[config.mk]
export PLATFORM = sky130hd
export DESIGN_NAME = bgi_front
export DESIGN_NICKNAME = d
export VERILOG_FILES = /design/src/rtl/bilinear_grid_interpolator_core_assert.svh /design/src/rtl/bgi_pkg.sv /design/src/rtl/bgi_front.sv
export SDC_FILE = /design/constraint.sdc
export NUM_CORES = 1
export LEC_CHECK = 0
export BUFFER_PORTS_ARGS = -buffer_cell sky130_fd_sc_hd__clkbuf_2
export CAP_MARGIN = 40
export CORE_MARGIN = 3
export CORE_UTILIZATION = 47
export DETAILED_ROUTE_END_ITERATION = 16
export GPL_TIMING_DRIVEN = 0
export PLACE_DENSITY = 0.75
export SETUP_SLACK_MARGIN = 0.4
export SYNTH_ARGS = -nofsm -noshare
export SYNTH_HDL_FRONTEND = slang
export SYNTH_SLANG_ARGS = --single-unit
[constraint.sdc]
create_clock -name clk -period 3.34 [get_ports clk]
set_clock_uncertainty 0.1 [all_clocks]
set_input_delay 0.501 -clock clk [delete_from_list [all_inputs] [get_ports clk]]
set_output_delay 0.501 -clock clk [all_outputs]
set_load 0.005 [all_outputs]
[src/rtl/bilinear_grid_interpolator_core_assert.svh]
// ----------------------------------------------------------------------------
// Assertion macros for the bilinear grid interpolator
// Shorthands for clocked checks that use clk and rst of the including module.
// ----------------------------------------------------------------------------
`ifndef BILINEAR_GRID_INTERPOLATOR_CORE_ASSERT_SVH
`define BILINEAR_GRID_INTERPOLATOR_CORE_ASSERT_SVH

// same-cycle implication
`define BGI_ASSERT_SAME(label, ante, cons, msg) \
  label: assert property (@(posedge clk) disable iff (rst) (ante) |-> (cons)) else $error(msg);

// next-cycle implication
`define BGI_ASSERT_NEXT(label, ante, cons, msg) \
  label: assert property (@(posedge clk) disable iff (rst) (ante) |=> (cons)) else $error(msg);

`endif

[src/rtl/bgi_pkg.sv]
// ----------------------------------------------------------------------------
// bgi_pkg
// Types and constants shared by the bilinear grid interpolator modules.
// ----------------------------------------------------------------------------
package bgi_pkg;

  localparam int DEF_MAX_X_POINTS = 16;
  localparam int DEF_MAX_Y_POINTS = 4;

  localparam int VAL_W      = 32;
  localparam int ROW_W      = 4;
  localparam int COL_W      = 2;
  localparam int REQ_W      = 2;
  localparam int XCFG_W     = 5;
  localparam int YCFG_W     = 3;
  localparam int CFG_DATA_W = 5;
  localparam int CFG_IDX_W  = 1;

  localparam logic [CFG_IDX_W-1:0] CFG_X_POINTS = 1'b0;
  localparam logic [CFG_IDX_W-1:0] CFG_Y_POINTS = 1'b1;

  localparam logic [XCFG_W-1:0] X_POINTS_RESET = 5'd16;
  localparam logic [YCFG_W-1:0] Y_POINTS_RESET = 3'd4;

  localparam int QUEUE_DEPTH = 2;

  // quotient bits resolved by the serial divider
  localparam int DIV_STEPS = 35;
  localparam int PROD_W    = 66;

  typedef enum logic [REQ_W-1:0] {
    REQ_LOAD_X = 2'd0,
    REQ_LOAD_Y = 2'd1,
    REQ_LOAD_Z = 2'd2,
    REQ_QUERY  = 2'd3
  } req_t;

  typedef struct packed {
    req_t                    op;
    logic [ROW_W-1:0]        row;
    logic [COL_W-1:0]        col;
    logic signed [VAL_W-1:0] value;
    logic signed [VAL_W-1:0] qx;
    logic signed [VAL_W-1:0] qy;
  } queue_entry_t;

  typedef struct packed {
    logic signed [VAL_W:0]   d;
    logic signed [VAL_W:0]   w;
    logic signed [VAL_W-1:0] z0;
    logic signed [VAL_W-1:0] z1;
  } lerp_req_t;

  typedef struct packed {
    logic                    done;
    logic signed [VAL_W-1:0] value;
    logic                    sat;
  } lerp_rsp_t;

  typedef enum logic [2:0] {
    L_IDLE,
    L_MUL,
    L_ADD,
    L_PRE,
    L_DIV,
    L_FIN
  } lerp_state_t;

  typedef enum logic [4:0] {
    B_IDLE,
    B_XRD,
    B_XCMP,
    B_YRD,
    B_YCMP,
    B_F0,
    B_F1,
    B_F2,
    B_F3,
    B_F4,
    B_CHK,
    B_LA,
    B_LAW,
    B_LB,
    B_LBW,
    B_LC,
    B_LCW
  } back_state_t;

endpackage

[src/rtl/bgi_front.sv]
// ----------------------------------------------------------------------------
// bgi_front
// Accepts requests, drops loads aimed beyond the stores, queues the rest.
// ----------------------------------------------------------------------------
module bgi_front #(
  parameter int MAX_X_POINTS = bgi_pkg::DEF_MAX_X_POINTS,
  parameter int MAX_Y_POINTS = bgi_pkg::DEF_MAX_Y_POINTS
) (
  input  logic                           clk,
  input  logic                           rst,
  input  logic                           start,
  output logic                           busy,
  input  logic [bgi_pkg::REQ_W-1:0]      req_type,
  input  logic [bgi_pkg::ROW_W-1:0]      row_index,
  input  logic [bgi_pkg::COL_W-1:0]      col_index,
  input  logic signed [bgi_pkg::VAL_W-1:0] load_value,
  input  logic signed [bgi_pkg::VAL_W-1:0] query_x,
  input  logic signed [bgi_pkg::VAL_W-1:0] query_y,
  output logic                           head_valid,
  output bgi_pkg::queue_entry_t          head,
  input  logic                           pop
);
  import bgi_pkg::*;

  localparam int PW  = (QUEUE_DEPTH > 1) ? $clog2(QUEUE_DEPTH) : 1;
  localparam int CNW = $clog2(QUEUE_DEPTH + 1);

  queue_entry_t   entries [QUEUE_DEPTH];
  logic [PW-1:0]  wr_ptr;
  logic [PW-1:0]  rd_ptr;
  logic [CNW-1:0] count;
  logic           accept;
  logic           keep;
  logic           push;
  req_t           op;
  queue_entry_t   incoming;

  assign op     = req_t'(req_type);
  assign busy   = (count == CNW'(QUEUE_DEPTH));
  assign accept = start && !busy;

  always_comb begin
    case (op)
      REQ_LOAD_X: keep = int'(row_index) < MAX_X_POINTS;
      REQ_LOAD_Y: keep = int'(col_index) < MAX_Y_POINTS;
      REQ_LOAD_Z: keep = (int'(row_index) < MAX_X_POINTS) && (int'(col_index) < MAX_Y_POINTS);
      REQ_QUERY:  keep = 1'b1;
      default:    keep = 1'b0;
    endcase
  end

  assign push = accept && keep;

  always_comb begin
    incoming.op    = op;
    incoming.row   = row_index;
    incoming.col   = col_index;
    incoming.value = load_value;
    incoming.qx    = query_x;
    incoming.qy    = query_y;
  end

  always_ff @(posedge clk) begin
    if (push) begin
      entries[wr_ptr] <= incoming;
    end
  end

  always_ff @(posedge clk) begin
    if (rst) begin
      wr_ptr <= '0;
      rd_ptr <= '0;
      count  <= '0;
    end else begin
      if (push) begin
        wr_ptr <= (wr_ptr == PW'(QUEUE_DEPTH - 1)) ? '0 : wr_ptr + PW'(1);
      end
      if (pop) begin
        rd_ptr <= (rd_ptr == PW'(QUEUE_DEPTH - 1)) ? '0 : rd_ptr + PW'(1);
      end
      if (push && !pop) begin
        count <= count + CNW'(1);
      end else if (pop && !push) begin
        count <= count - CNW'(1);
      end
    end
  end

  assign head_valid = (count != '0);
  assign head       = entries[rd_ptr];

endmodule

Yosys cells after proc, flatten, opt, wreduce, memory -nomap -nowiden
Memories as Yosys holds them, arrays and structs flattened. A register that Yosys moved wholly into a read port is not among the register bits.
Index checks and enable logic that the tools add are counted.
W data, S select, Z words.
{"block": "word_totals", "ramBits": 208, "register_bits": 4, "mem_count": 1, "output_inout_bits": 106}
{"block": "classes", "addsub": 4, "muxes": 9, "n_eq_ne": 4, "reduce_logical": 11}
{"name": "entries", "depth": 2, "width": 104, "rd": 1, "rd_ports_with_merged_regs": 1, "write_ports": 1, "line_no": "bgi_front.sv:28", "text": "queue_entry_t entries [QUEUE_DEPTH];"}
{"op": "$mux W1", "n": 7}
{"op": "$eq A2 B2 Y1 const B", "n": 3}
{"op": "$logic_and A1 B1 Y1", "n": 4}
{"op": "$mux W2", "n": 2}
{"op": "$reduce_bool A2 Y1", "n": 2}
{"op": "$reduce_or A4 Y1", "n": 1}
{"op": "$logic_not A1 Y1", "n": 3}
{"op": "$add A1 B1 Y1 const B", "n": 2}
{"op": "$add A2 B1 Y2 const B", "n": 1}
{"op": "$eq A2 B1 Y1 const B", "n": 1}
{"op": "$logic_not A2 Y1", "n": 1}
{"op": "$sub A2 B1 Y2 const B", "n": 1}

Depth between registers and ports, before layout
Gate-level depths: netlist of the first run.
{"block": "logic_depth", "ltp_word": 8, "mapped_depth": 6}

Worst setup path before layout of the first run
OpenSTA, ideal clock, no wires.
{"block": "synth_path", "path_type": "input-to-reg", "start": "input start", "end": "memory entries[1][0] in the netlist's numbering (enable)", "t_required_ns": 2.765, "path_slack_ns": -0.325, "arrival_time_ns": 3.090, "stages": 3, "cell_sequence": "inv_1 > nor2_1 > and2_1"}
{"block": "synth_via", "elab_chain_cells": 4}
{"item": "start, declared", "line_no": "bgi_front.sv:11", "text": "input logic start,"}
{"item": "$logic_and A1 B1 Y1", "line_no": "bgi_front.sv:40", "text": "assign accept = start && !busy;"}
{"item": "$logic_and A1 B1 Y1", "line_no": "bgi_front.sv:52", "text": "assign push = accept && keep;"}
{"item": "$mux W1", "line_no": "bgi_front.sv:64", "text": "if (push) begin"}
{"item": "$mux W1 (not written as such)", "line_no": "bgi_front.sv:65", "text": "entries[wr_ptr] <= incoming;"}
{"item": "end, declared", "line_no": "bgi_front.sv:28"}
Every way passes these cells.

==> out/results.tsv, run 1 <==
stage	metric	value	unit
final_layout	num-fill-cells	1178	
timing	min_period	2.35	ns
synthesis	yosysWarningCount	0	
final_layout	ff_latch_area	6350	µm²
synthesis	yosys-top-cells-area	edfxtp_1, mux2_4, mux2_2	
cts	post-cts-setup-buffer-count	0	
synthesis	synth_compound_gate_area_share	0.251	%
timing	slew_headroom	52.0	%
synthesis	synth_top_family_by_area	multiplexers	
final_layout	multiInputGateArea	1500	µm²
final_layout	drive_above_1_share	60.8	%
final_layout	final_common_cell	clkbuf_2	
global_routing	grt_overflow_total	0	
setup_path	cp_num_buf_inv	3	
final_layout	area_growth	27.2	%
synthesis	synth_area_per_cell	22.8	µm²
final_layout	final_area	10100	µm²
detailed_routing	initialDrtViolationCount	260	
detailed_routing	wl	14.8	mm
power	p_leak	4.01	nW
detailed_routing	dr_total_vias	4011	
global_routing	antenna_found_initial	0	
timing	finalSetupViolCount	0	
global_routing	grt_max_degree	56	
timing	fin_hold_ws	0.0988	ns
setup_path	path_max_fanout	10	
cts	numCtsBuffers	22	
floorplanning	core	16200	µm²
final_layout	antenna_cells	0	
timing	worst_pin_slew	0.720	ns
setup_path	arrival	1.75	ns
setup_path	crit_family	buffers and inverters	
floorplanning	start_util	49.1	%
setup_path	path_cells	buf_6 > buf_2 > mux2_2 > clkbuf_2	
global_routing	grt_pass1_wl	22.5	mm
cts	clkTransAtPathRegs	0.06	ns
timing	slew_viol_final	0	
placement	place_area	9380	µm²
floorplanning	die_y	136	µm
setup_path	endpoint_kind	output port	
synthesis	yosys.area.top_type	edfxtp_1	
floorplanning	die_area	18600	µm²
global_routing	grt_pass1_vias	4298	
setup_path	critPathKind	flop to output port	
setup_path	critPathMaxStageDelay	0.38	ns
synthesis	synth_cells	349	
synthesis	ys_seq_elements	213	
cts	clockBufferDepth	3	
synthesis	synth.cell_area	7970	µm²
final_layout	layout_common_cells	clkbuf_2, edfxtp_1, mux2_4, mux2_2, clkbuf_16	
detailed_routing	drt_pass1_iterations	4	
setup_path	regToRegSetupSlack	1.07	ns
synthesis	synth-simple-area-share	0.581	%
global_routing	grt.total_usage	15.5	%
timing	timing.fmax	426	MHz
flow_run	maxCapViolCount	0	
cts	clk_latency	0.49	ns
placement	hpwl	9.95	mm
detailed_routing	ant_nets	0	
placement	port_buffers	213	
setup_path	crit_slowest_cell	mux2_2	
detailed_routing	wire_per_inst	18.0	µm
synthesis	synth_top_area_share	78.3	%
cts	ctsResizeCount	0	
synthesis	synthAdderAreaFrac	0.157	%
power	power.density	661	nW/µm²
timing	rsz0062_at_grt	false	
synthesis	syn_nets	458	
cts	hold_buffers	0	
timing	min_period_over_period	70.3	%
timing	hold_viol_final	0	
setup_path	start_kind	flop	
cts	cts_tree	built	
detailed_routing	drc	0	
cts	cts-root-buf	clkbuf_16	
floorplanning	dieWidth	136	µm
min_path	min_path_type	input port to flop	
floorplanning	io_pins	214	
power	p_total	6.71	mW
synthesis	synth.area.mux_share	17.5	%
detailed_routing	routed_via_density	4.89	
cts	cts_htree_levels	1	
cts	clock-sinks	213	
final_layout	nets	698	
power	peakVddDrop	371	µV
floorplanning	fp-row-count	46	
outcome	outcome	finished, final reports clean	
synthesis	synth_cell_types	18	
timing	tns	0	ns
synthesis	synth_xor_area_share	0.330	%
placement	gp_congestion	0.695	
setup_path	required	2.74	ns
synthesis	synth_seq_area_share	79.6	%
## synthesized netlist by cell type
cell type and count:
edfxtp_1 208, mux2_4 60, mux2_2 44, buf_6 7
dfxtp_1 5, buf_2 4, nor2_1 4, inv_1 3
a21oi_1 2, o21ai_0 2, or3_1 2, xor2_1 2
and2_1 1, buf_8 1, ha_1 1, nor2b_1 1
or2_2 1, xnor2_1 1
## final cells by class
cell class | instances | share of cell area, %
Sequential cell | 213 | 62.6
Multi-Input combinational cell | 121 | 14.8
Buffer | 12 | 1.12
Clock inverter | 14 | 1.71
Tap cell | 216 | 2.66
Clock buffer | 26 | 5.79
Inverter | 3 | 0.148
Timing Repair Buffer | 216 | 11.2
## logic make-up (layout without fill, tap and decap cells)
family	Yosys count	after routing
adders and majority gates	1	1
buffers and inverters	15	271
AOI/OAI and AO/OA	4	4
DFF	213	213
muxes	104	104
and+or+nand+nor	9	9
xor gates and xnor gates	3	3
## layer usage
| metal | GRT usage, % | share of wire (%) | up-vias |
|---|---|---|---|
| met5 | 0 | 0 | - |
| met2 | 27.1 | 51 | 160 |
| li1 | - | - | 1867 |
| met4 | 4.59 | 1.7 | 0 |
| met1 | 18.9 | 39 | 1962 |
| met3 | 4.03 | 8.7 | 22 |
## report_power, final
| part | internal [mW] | switching (mW) | leakage [nW] |
|---|---|---|---|
| Combinational | 0.463 | 0.427 | 1.66 |
| Sequential | 3.24 | 0.0644 | 1.98 |
| Clock | 1.57 | 0.944 | 0.372 |
| Total | 5.27 | 1.44 | 4.01 |
## worst paths after layout
path	cells after the start	end	startpoint
max	4	head[99]	flop
min	1	entries[1][100]$_DFFE_PP_	row_index[2]
max reg2reg	4	entries[0][79]$_DFFE_PP_	count[1]$_SDFFE_PP0P_
min reg2reg	2	count[1]$_SDFFE_PP0P_	count[1]$_SDFFE_PP0P_
## state kept, by name, indices dropped and copies added, names as in the netlist, named ones only
signal / flops
wr_ptr: 1
count: 2
entries: 208
rd_ptr: 1
## per-stage QoR
stage | std cells | util, % | worst slack [ns]
after global placement | 778 | 57.4 | -0.308
after floorplan | 349 | - | 0.576
after global routing | 821 | 62.5 | 0.897
after detailed placement | 781 | 57.8 | 0.987
final | 821 | 62.5 | 0.992
after CTS | 821 | 62.5 | 0.945
Power figures use the tool's default switching activity.
==> inputs of run 2 (changes only) <==
clock period = 2.1 ns   (was 3.34 ns; I/O delays follow)
==> run 2 against run 1 <==
The flow now finishes with violations (negative setup slack). Via count grew 16%. Hold slack lost 0.046 ns. Critical path depth grew 1. Core utilization grew 11 points. Count of clock-buffer cells in the layout is the same. Combinational power grew 140%. Register-to-register slack lost 0.74 ns. Clock power grew 49%. Cell count grew 16%. Routed wire length grew 27%. Sequential cell count is the same. Design area grew 18%. Largest power group unchanged.
==> out/results.tsv, run 2 (same netlist as run 1, synthesis figures left out) <==
stage	metric	value	unit
outcome	outcome	finished with violations	
outcome	violations	negative setup slack	
setup_path	arrival	1.74	ns
final_layout	reg_top3	entries (208), count (2)	
floorplanning	fp-row-count	46	
power	peakVddDrop	718	µV
timing	fin_hold_ws	0.0524	ns
timing	min_period	2.15	ns
timing	slew_viol_final	0	
global_routing	grt_max_degree	30	
detailed_routing	top_layer	met4	
timing	hold_viol_final	0	
timing	setup_slack	-0.0531	ns
cts	cts_htree_levels	1	
floorplanning	die_area	18600	µm²
floorplanning	start_util	49.1	%
timing	slew_headroom	75.4	%
setup_path	cp_common_cell	clkbuf_16	
setup_path	required	1.68	ns
final_layout	final_cells	953	
placement	place_inst	782	
detailed_routing	initialDrtViolationCount	251	
global_routing	grt_pass1_wl	26.9	mm
cts	cts_tree	built	
detailed_routing	wl	18.8	mm
global_routing	grt.total_usage	18.8	%
min_path	min_path_type	input port to flop	
detailed_routing	m1WireLength	7.02	mm
cts	cts-root-buf	clkbuf_16	
timing	finalSetupViolCount	11	
global_routing	grt_pass1_vias	5177	
timing	worst_pin_slew	0.369	ns
cts	numCtsBuffers	22	
setup_path	crit_slowest_cell	dfxtp_2	
detailed_routing	dr_wl_met2	10.1	mm
global_routing	grt_overflow_total	0	
detailed_routing	wire_per_inst	19.7	µm
setup_path	cp_num_buf_inv	4	
final_layout	largest_register_ffs	208	
timing	min_period_over_period	103	%
floorplanning	die_y	136	µm
setup_path	crit_family	buffers and inverters	
timing	timing.fmax	464	MHz
setup_path	regToRegSetupSlack	0.33	ns
cts	clk_latency	0.49	ns
power	power.density	936	nW/µm²
placement	hpwl	10.4	mm
cts	clkTransAtPathRegs	0.06	ns
timing	tns	-0.0941	ns
power	p_leak	4.80	nW
placement	port_buffers	213	
global_routing	antenna_found_initial	0	
detailed_routing	dr_total_vias	4636	
timing	rsz0062_at_grt	true	
setup_path	critPathMaxStageDelay	0.33	ns
floorplanning	dieWidth	136	µm
final_layout	nets	831	
detailed_routing	drc	0	
floorplanning	core	16200	µm²
final_layout	regMostFlops	entries	
final_layout	layout_common_cells	edfxtp_1, clkbuf_2, dlygate4sd3_1, mux2_4	
setup_path	critPathKind	flop to output port	
final_layout	area_growth	50.2	%
detailed_routing	wl_met3	1.38	mm
placement	dp_slack	-0.0534	ns
final_layout	final_common_cell	edfxtp_1	
final_layout	drive_above_1_share	54.3	%
placement	gp_congestion	0.668	
setup_path	path_cells	buf_8 > clkbuf_16 > clkbuf_16 > mux2_4 > clkbuf_2	
final_layout	antenna_cells	0	
setup_path	start_kind	flop	
cts	clock-sinks	213	
setup_path	endpoint_kind	output port	
setup_path	path_max_fanout	6	
detailed_routing	routed_via_density	4.86	
cts	clockBufferDepth	3	
flow_run	maxCapViolCount	0	
power	p_total	11.2	mW
detailed_routing	ant_nets	0	
final_layout	num-fill-cells	961	
floorplanning	io_pins	214	
detailed_routing	drt_pass1_iterations	4	
## run 2: cell count changes in the layout (fill, tap and decap cells not counted), moves of 7 or more
cell / change
buf_8: +7
mux2_2: -14
mux2_4: +14
clkbuf_2: -14
buf_16: +7
dlygate4sd3_1: +105
clkbuf_16: +7
buf_12: +11
## run 2: report_power, final
group / switching (mW) / total (mW) / internal [mW]
clock: 1.51 / 3.74 / 2.23
combinational: 0.872 / 2.18 / 1.31
sequential: 0.125 / 5.29 / 5.16
total: 2.51 / 11.2 / 8.70
## run 2: final timing paths
check,from,endpoint,cells after the start
setup reg to reg,count[1]$_SDFFE_PP0P_,entries[0][80]$_DFFE_PP_,6
hold reg to reg,count[1]$_SDFFE_PP0P_,count[1]$_SDFFE_PP0P_,2
hold / removal,pop,flop,3
setup / recovery,flop,head[25],5
## run 2: per-stage QoR
| stage | cell area, µm² | util, % |
|---|---|---|
| finish | 12000 | 73.8 |
| CTS | 11700 | 71.8 |
| global placement | 9330 | 57.5 |
| floorplan | 7990 | - |
| global route | 12000 | 73.8 |
| detailed placement | 9420 | 58.0 |
## run 2: tightest hold or removal path, delay by kind of cell
kind / cells / cell delay, ns
buffers and inverters: 1 / 0.11
XOR/XNOR: 1 / 0.08
AND/OR/NAND/NOR: 1 / 0.10
## run 2: cell type report
type	instances	area [µm²]	share of cell area, %
inverter	3	15.0	0.125
buffer	12	200	1.67
multi-input combinational	123	1600	13.3
sequential	213	6350	53.1
clock inverter	13	114	0.951
tap	216	270	2.26
clock buffer	26	587	4.90
timing repair buffer	347	2840	23.7
## run 2: what timing repair did
item                                    4_1_cts  5_1_grt
pin swaps                                     2        0
resized for setup                            48       33
endpoints found under the setup margin      298      209
buffers inserted                              9        2
hold endpoints to repair                    213        0
cloned                                        9        7
hold buffers                                105        0
## run 2: metal layers
layer  vias to the layer above  global-route usage [%]
met5                         -                       0
met4                         0                    4.03
met3                        18                    4.59
met2                       184                    35.2
met1                      2293                    21.9
li1                       2141                       -
==> inputs of run 3 (changes only) <==
CORE_UTILIZATION = 52   (was 47)
PLACE_DENSITY = 0.79   (was 0.75)
clock period = 2.4 ns   (was 2.1 ns; I/O delays follow)
==> run 3 against run 2 <==
Critical endpoint is now head[74]. Routed wire length increased by 2.9%. Die area decreased by 9.2%. Global-route usage increased by 2.2 points. The run now ends clean. Non-clock buffer count decreased by 8. Count of clock-buffer cells in the layout increased by 5. Sequential cell count unchanged.
==> out/results.tsv, run 3 (same netlist as run 1, synthesis figures left out) <==
stage	metric	value	unit
power	power.internal	7.25	mW
cts	clk_latency	0.49	ns
placement	gp_congestion	0.728	
power	pwr-share-clk	32.8	%
flow_run	maxCapViolCount	0	
floorplanning	fp-row-count	44	
placement	place_area	9350	µm²
global_routing	grt_pass1_wl	27.3	mm
global_routing	grt_pass1_vias	5106	
setup_path	start_kind	flop	
final_layout	utilization	78.9	%
power	peakVddDrop	656	µV
placement	place_inst	749	
detailed_routing	wire_per_inst	21.1	µm
cts	cts_tree	built	
power	power.density	807	nW/µm²
global_routing	grt_overflow_total	0	
setup_path	endpoint_kind	output port	
timing	hold_viol_final	0	
power	pwr-share-comb	17.9	%
final_layout	nets	824	
final_layout	largest_register_ffs	208	
timing	fin_hold_ws	0.0780	ns
placement	port_buffers	213	
detailed_routing	wl	19.3	mm
placement	hpwl	10.0	mm
setup_path	critPathKind	flop to output port	
timing	min_period_over_period	90.6	%
global_routing	grt.total_usage	21.0	%
final_layout	final_area	11600	µm²
floorplanning	io_pins	214	
floorplanning	dieWidth	130	µm
detailed_routing	ant_nets	0	
global_routing	antenna_found_initial	0	
timing	finalSetupViolCount	0	
floorplanning	die_y	130	µm
floorplanning	start_util	54.0	%
power	p_switching	2.14	mW
detailed_routing	routed_via_density	5.16	
min_path	min_path_type	input port to flop	
cts	clock-sinks	213	
timing	rsz0062_at_grt	true	
cts	cts_htree_levels	1	
cts	cts-root-buf	clkbuf_16	
cts	clockBufferDepth	3	
setup_path	required	1.94	ns
setup_path	crit_slowest_cell	dfxtp_2	
floorplanning	die_area	16900	µm²
timing	slew_headroom	40.7	%
detailed_routing	drc	0	
setup_path	path_max_fanout	7	
timing	timing.fmax	460	MHz
power	p_leak	4.66	nW
power	netSwitchingFraction	22.8	%
setup_path	path_cells	buf_12 > buf_12 > clkbuf_16 > mux2_4 > clkbuf_2	
detailed_routing	initialDrtViolationCount	296	
detailed_routing	dr_total_vias	4717	
final_layout	antenna_cells	0	
cts	numCtsBuffers	22	
timing	min_period	2.17	ns
cts	clkTransAtPathRegs	0.06	ns
setup_path	critPathMaxStageDelay	0.34	ns
final_layout	final_cells	914	
final_layout	layout_common_cells	edfxtp_1, clkbuf_2, dlygate4sd3_1, mux2_4, mux2_2	
outcome	outcome	finished, final reports clean	
final_layout	drive_above_1_share	53.3	%
final_layout	regMostFlops	entries	
timing	worst_pin_slew	0.890	ns
floorplanning	core	14800	µm²
setup_path	arrival	1.71	ns
power	p_seq_share	49.2	%
global_routing	grt_max_degree	42	
final_layout	area_growth	46.0	%
final_layout	final_common_cell	edfxtp_1	
setup_path	regToRegSetupSlack	0.41	ns
timing	slew_viol_final	0	
detailed_routing	drt_pass1_iterations	4	
setup_path	cp_common_cell	buf_12	
final_layout	reg_top3	entries (208), count (2)	
==> run 3: cell types whose count changed in the layout (fill, tap and decap cells not counted), moves of 4 or more <==
cell / change
clkbuf_1: +4
buf_8: -6
mux2_2: +5
buf_16: -6
buf_6: +7
mux2_4: -5
==> run 3: layer usage <==
layer | global-route usage, % | share of wire, %
met1 | 24.4 | 37
met2 | 38.5 | 54
met3 | 5.20 | 7.1
met4 | 6.42 | 2.1
met5 | 0 | 0
==> run 3: power groups by stage <==
stage          Clock [mW]  Combinational (mW)  Sequential (mW)
6_report             3.09                1.68             4.63
5_1_grt              3.31                1.79             4.66
4_1_cts              3.14                1.50             4.62
3_5_place_dp            0                1.26             4.69
3_3_place_gp            0                1.19             4.69
2_1_floorplan           0               0.710             4.67
==> run 3: stage by stage <==
stage               TNS (ns)  setup WS, ns  total power, mW
floorplan             -22.98        -0.221             5.38
global placement     -110.13         -1.07             5.88
detailed placement         0         0.150             5.95
CTS                        0         0.217             9.25
global route               0         0.185             9.76
finish                     0         0.226             9.40
==> run 3: final cells by class <==
class,instances,area (µm²)
flip-flops and latches,213,6350
fillers,788,3120
repair buffers,339,2610
multi-input cells,123,1570
clock buffers,31,616
well taps,184,230
plain buffers,12,218
clock inverters,8,35.0
inverters,3,15.0
repair inverters,1,5.00
==> run 3: worst paths after layout <==
path,startpoint,end,cells past startpoint
max,flop,head[74],5
min,pop,rd_ptr$_SDFFE_PP0P_,3
max reg2reg,count[1]$_SDFFE_PP0P_,entries[1][57]$_DFFE_PP_,3
min reg2reg,count[1]$_SDFFE_PP0P_,count[1]$_SDFFE_PP0P_,2
==> run 3: worst max-delay path: cells and delay by family (launching register included) <==
| family | cells | cell delay, ns |
|---|---|---|
| buf+inv | 4 | 0.58 |
| mux | 1 | 0.30 |
| flops | 1 | 0.34 |
==> run 3: timing repair <==
| item | in CTS | in global routing |
|---|---|---|
| hold buffers | 105 | 0 |
| pin swaps | 1 | 1 |
| buffers inserted | 5 | 3 |
| resized for setup | 28 | 47 |
| gates cloned | 4 | 9 |
| endpoints found under the setup margin | 224 | 203 |
| hold endpoints to repair | 213 | 0 |
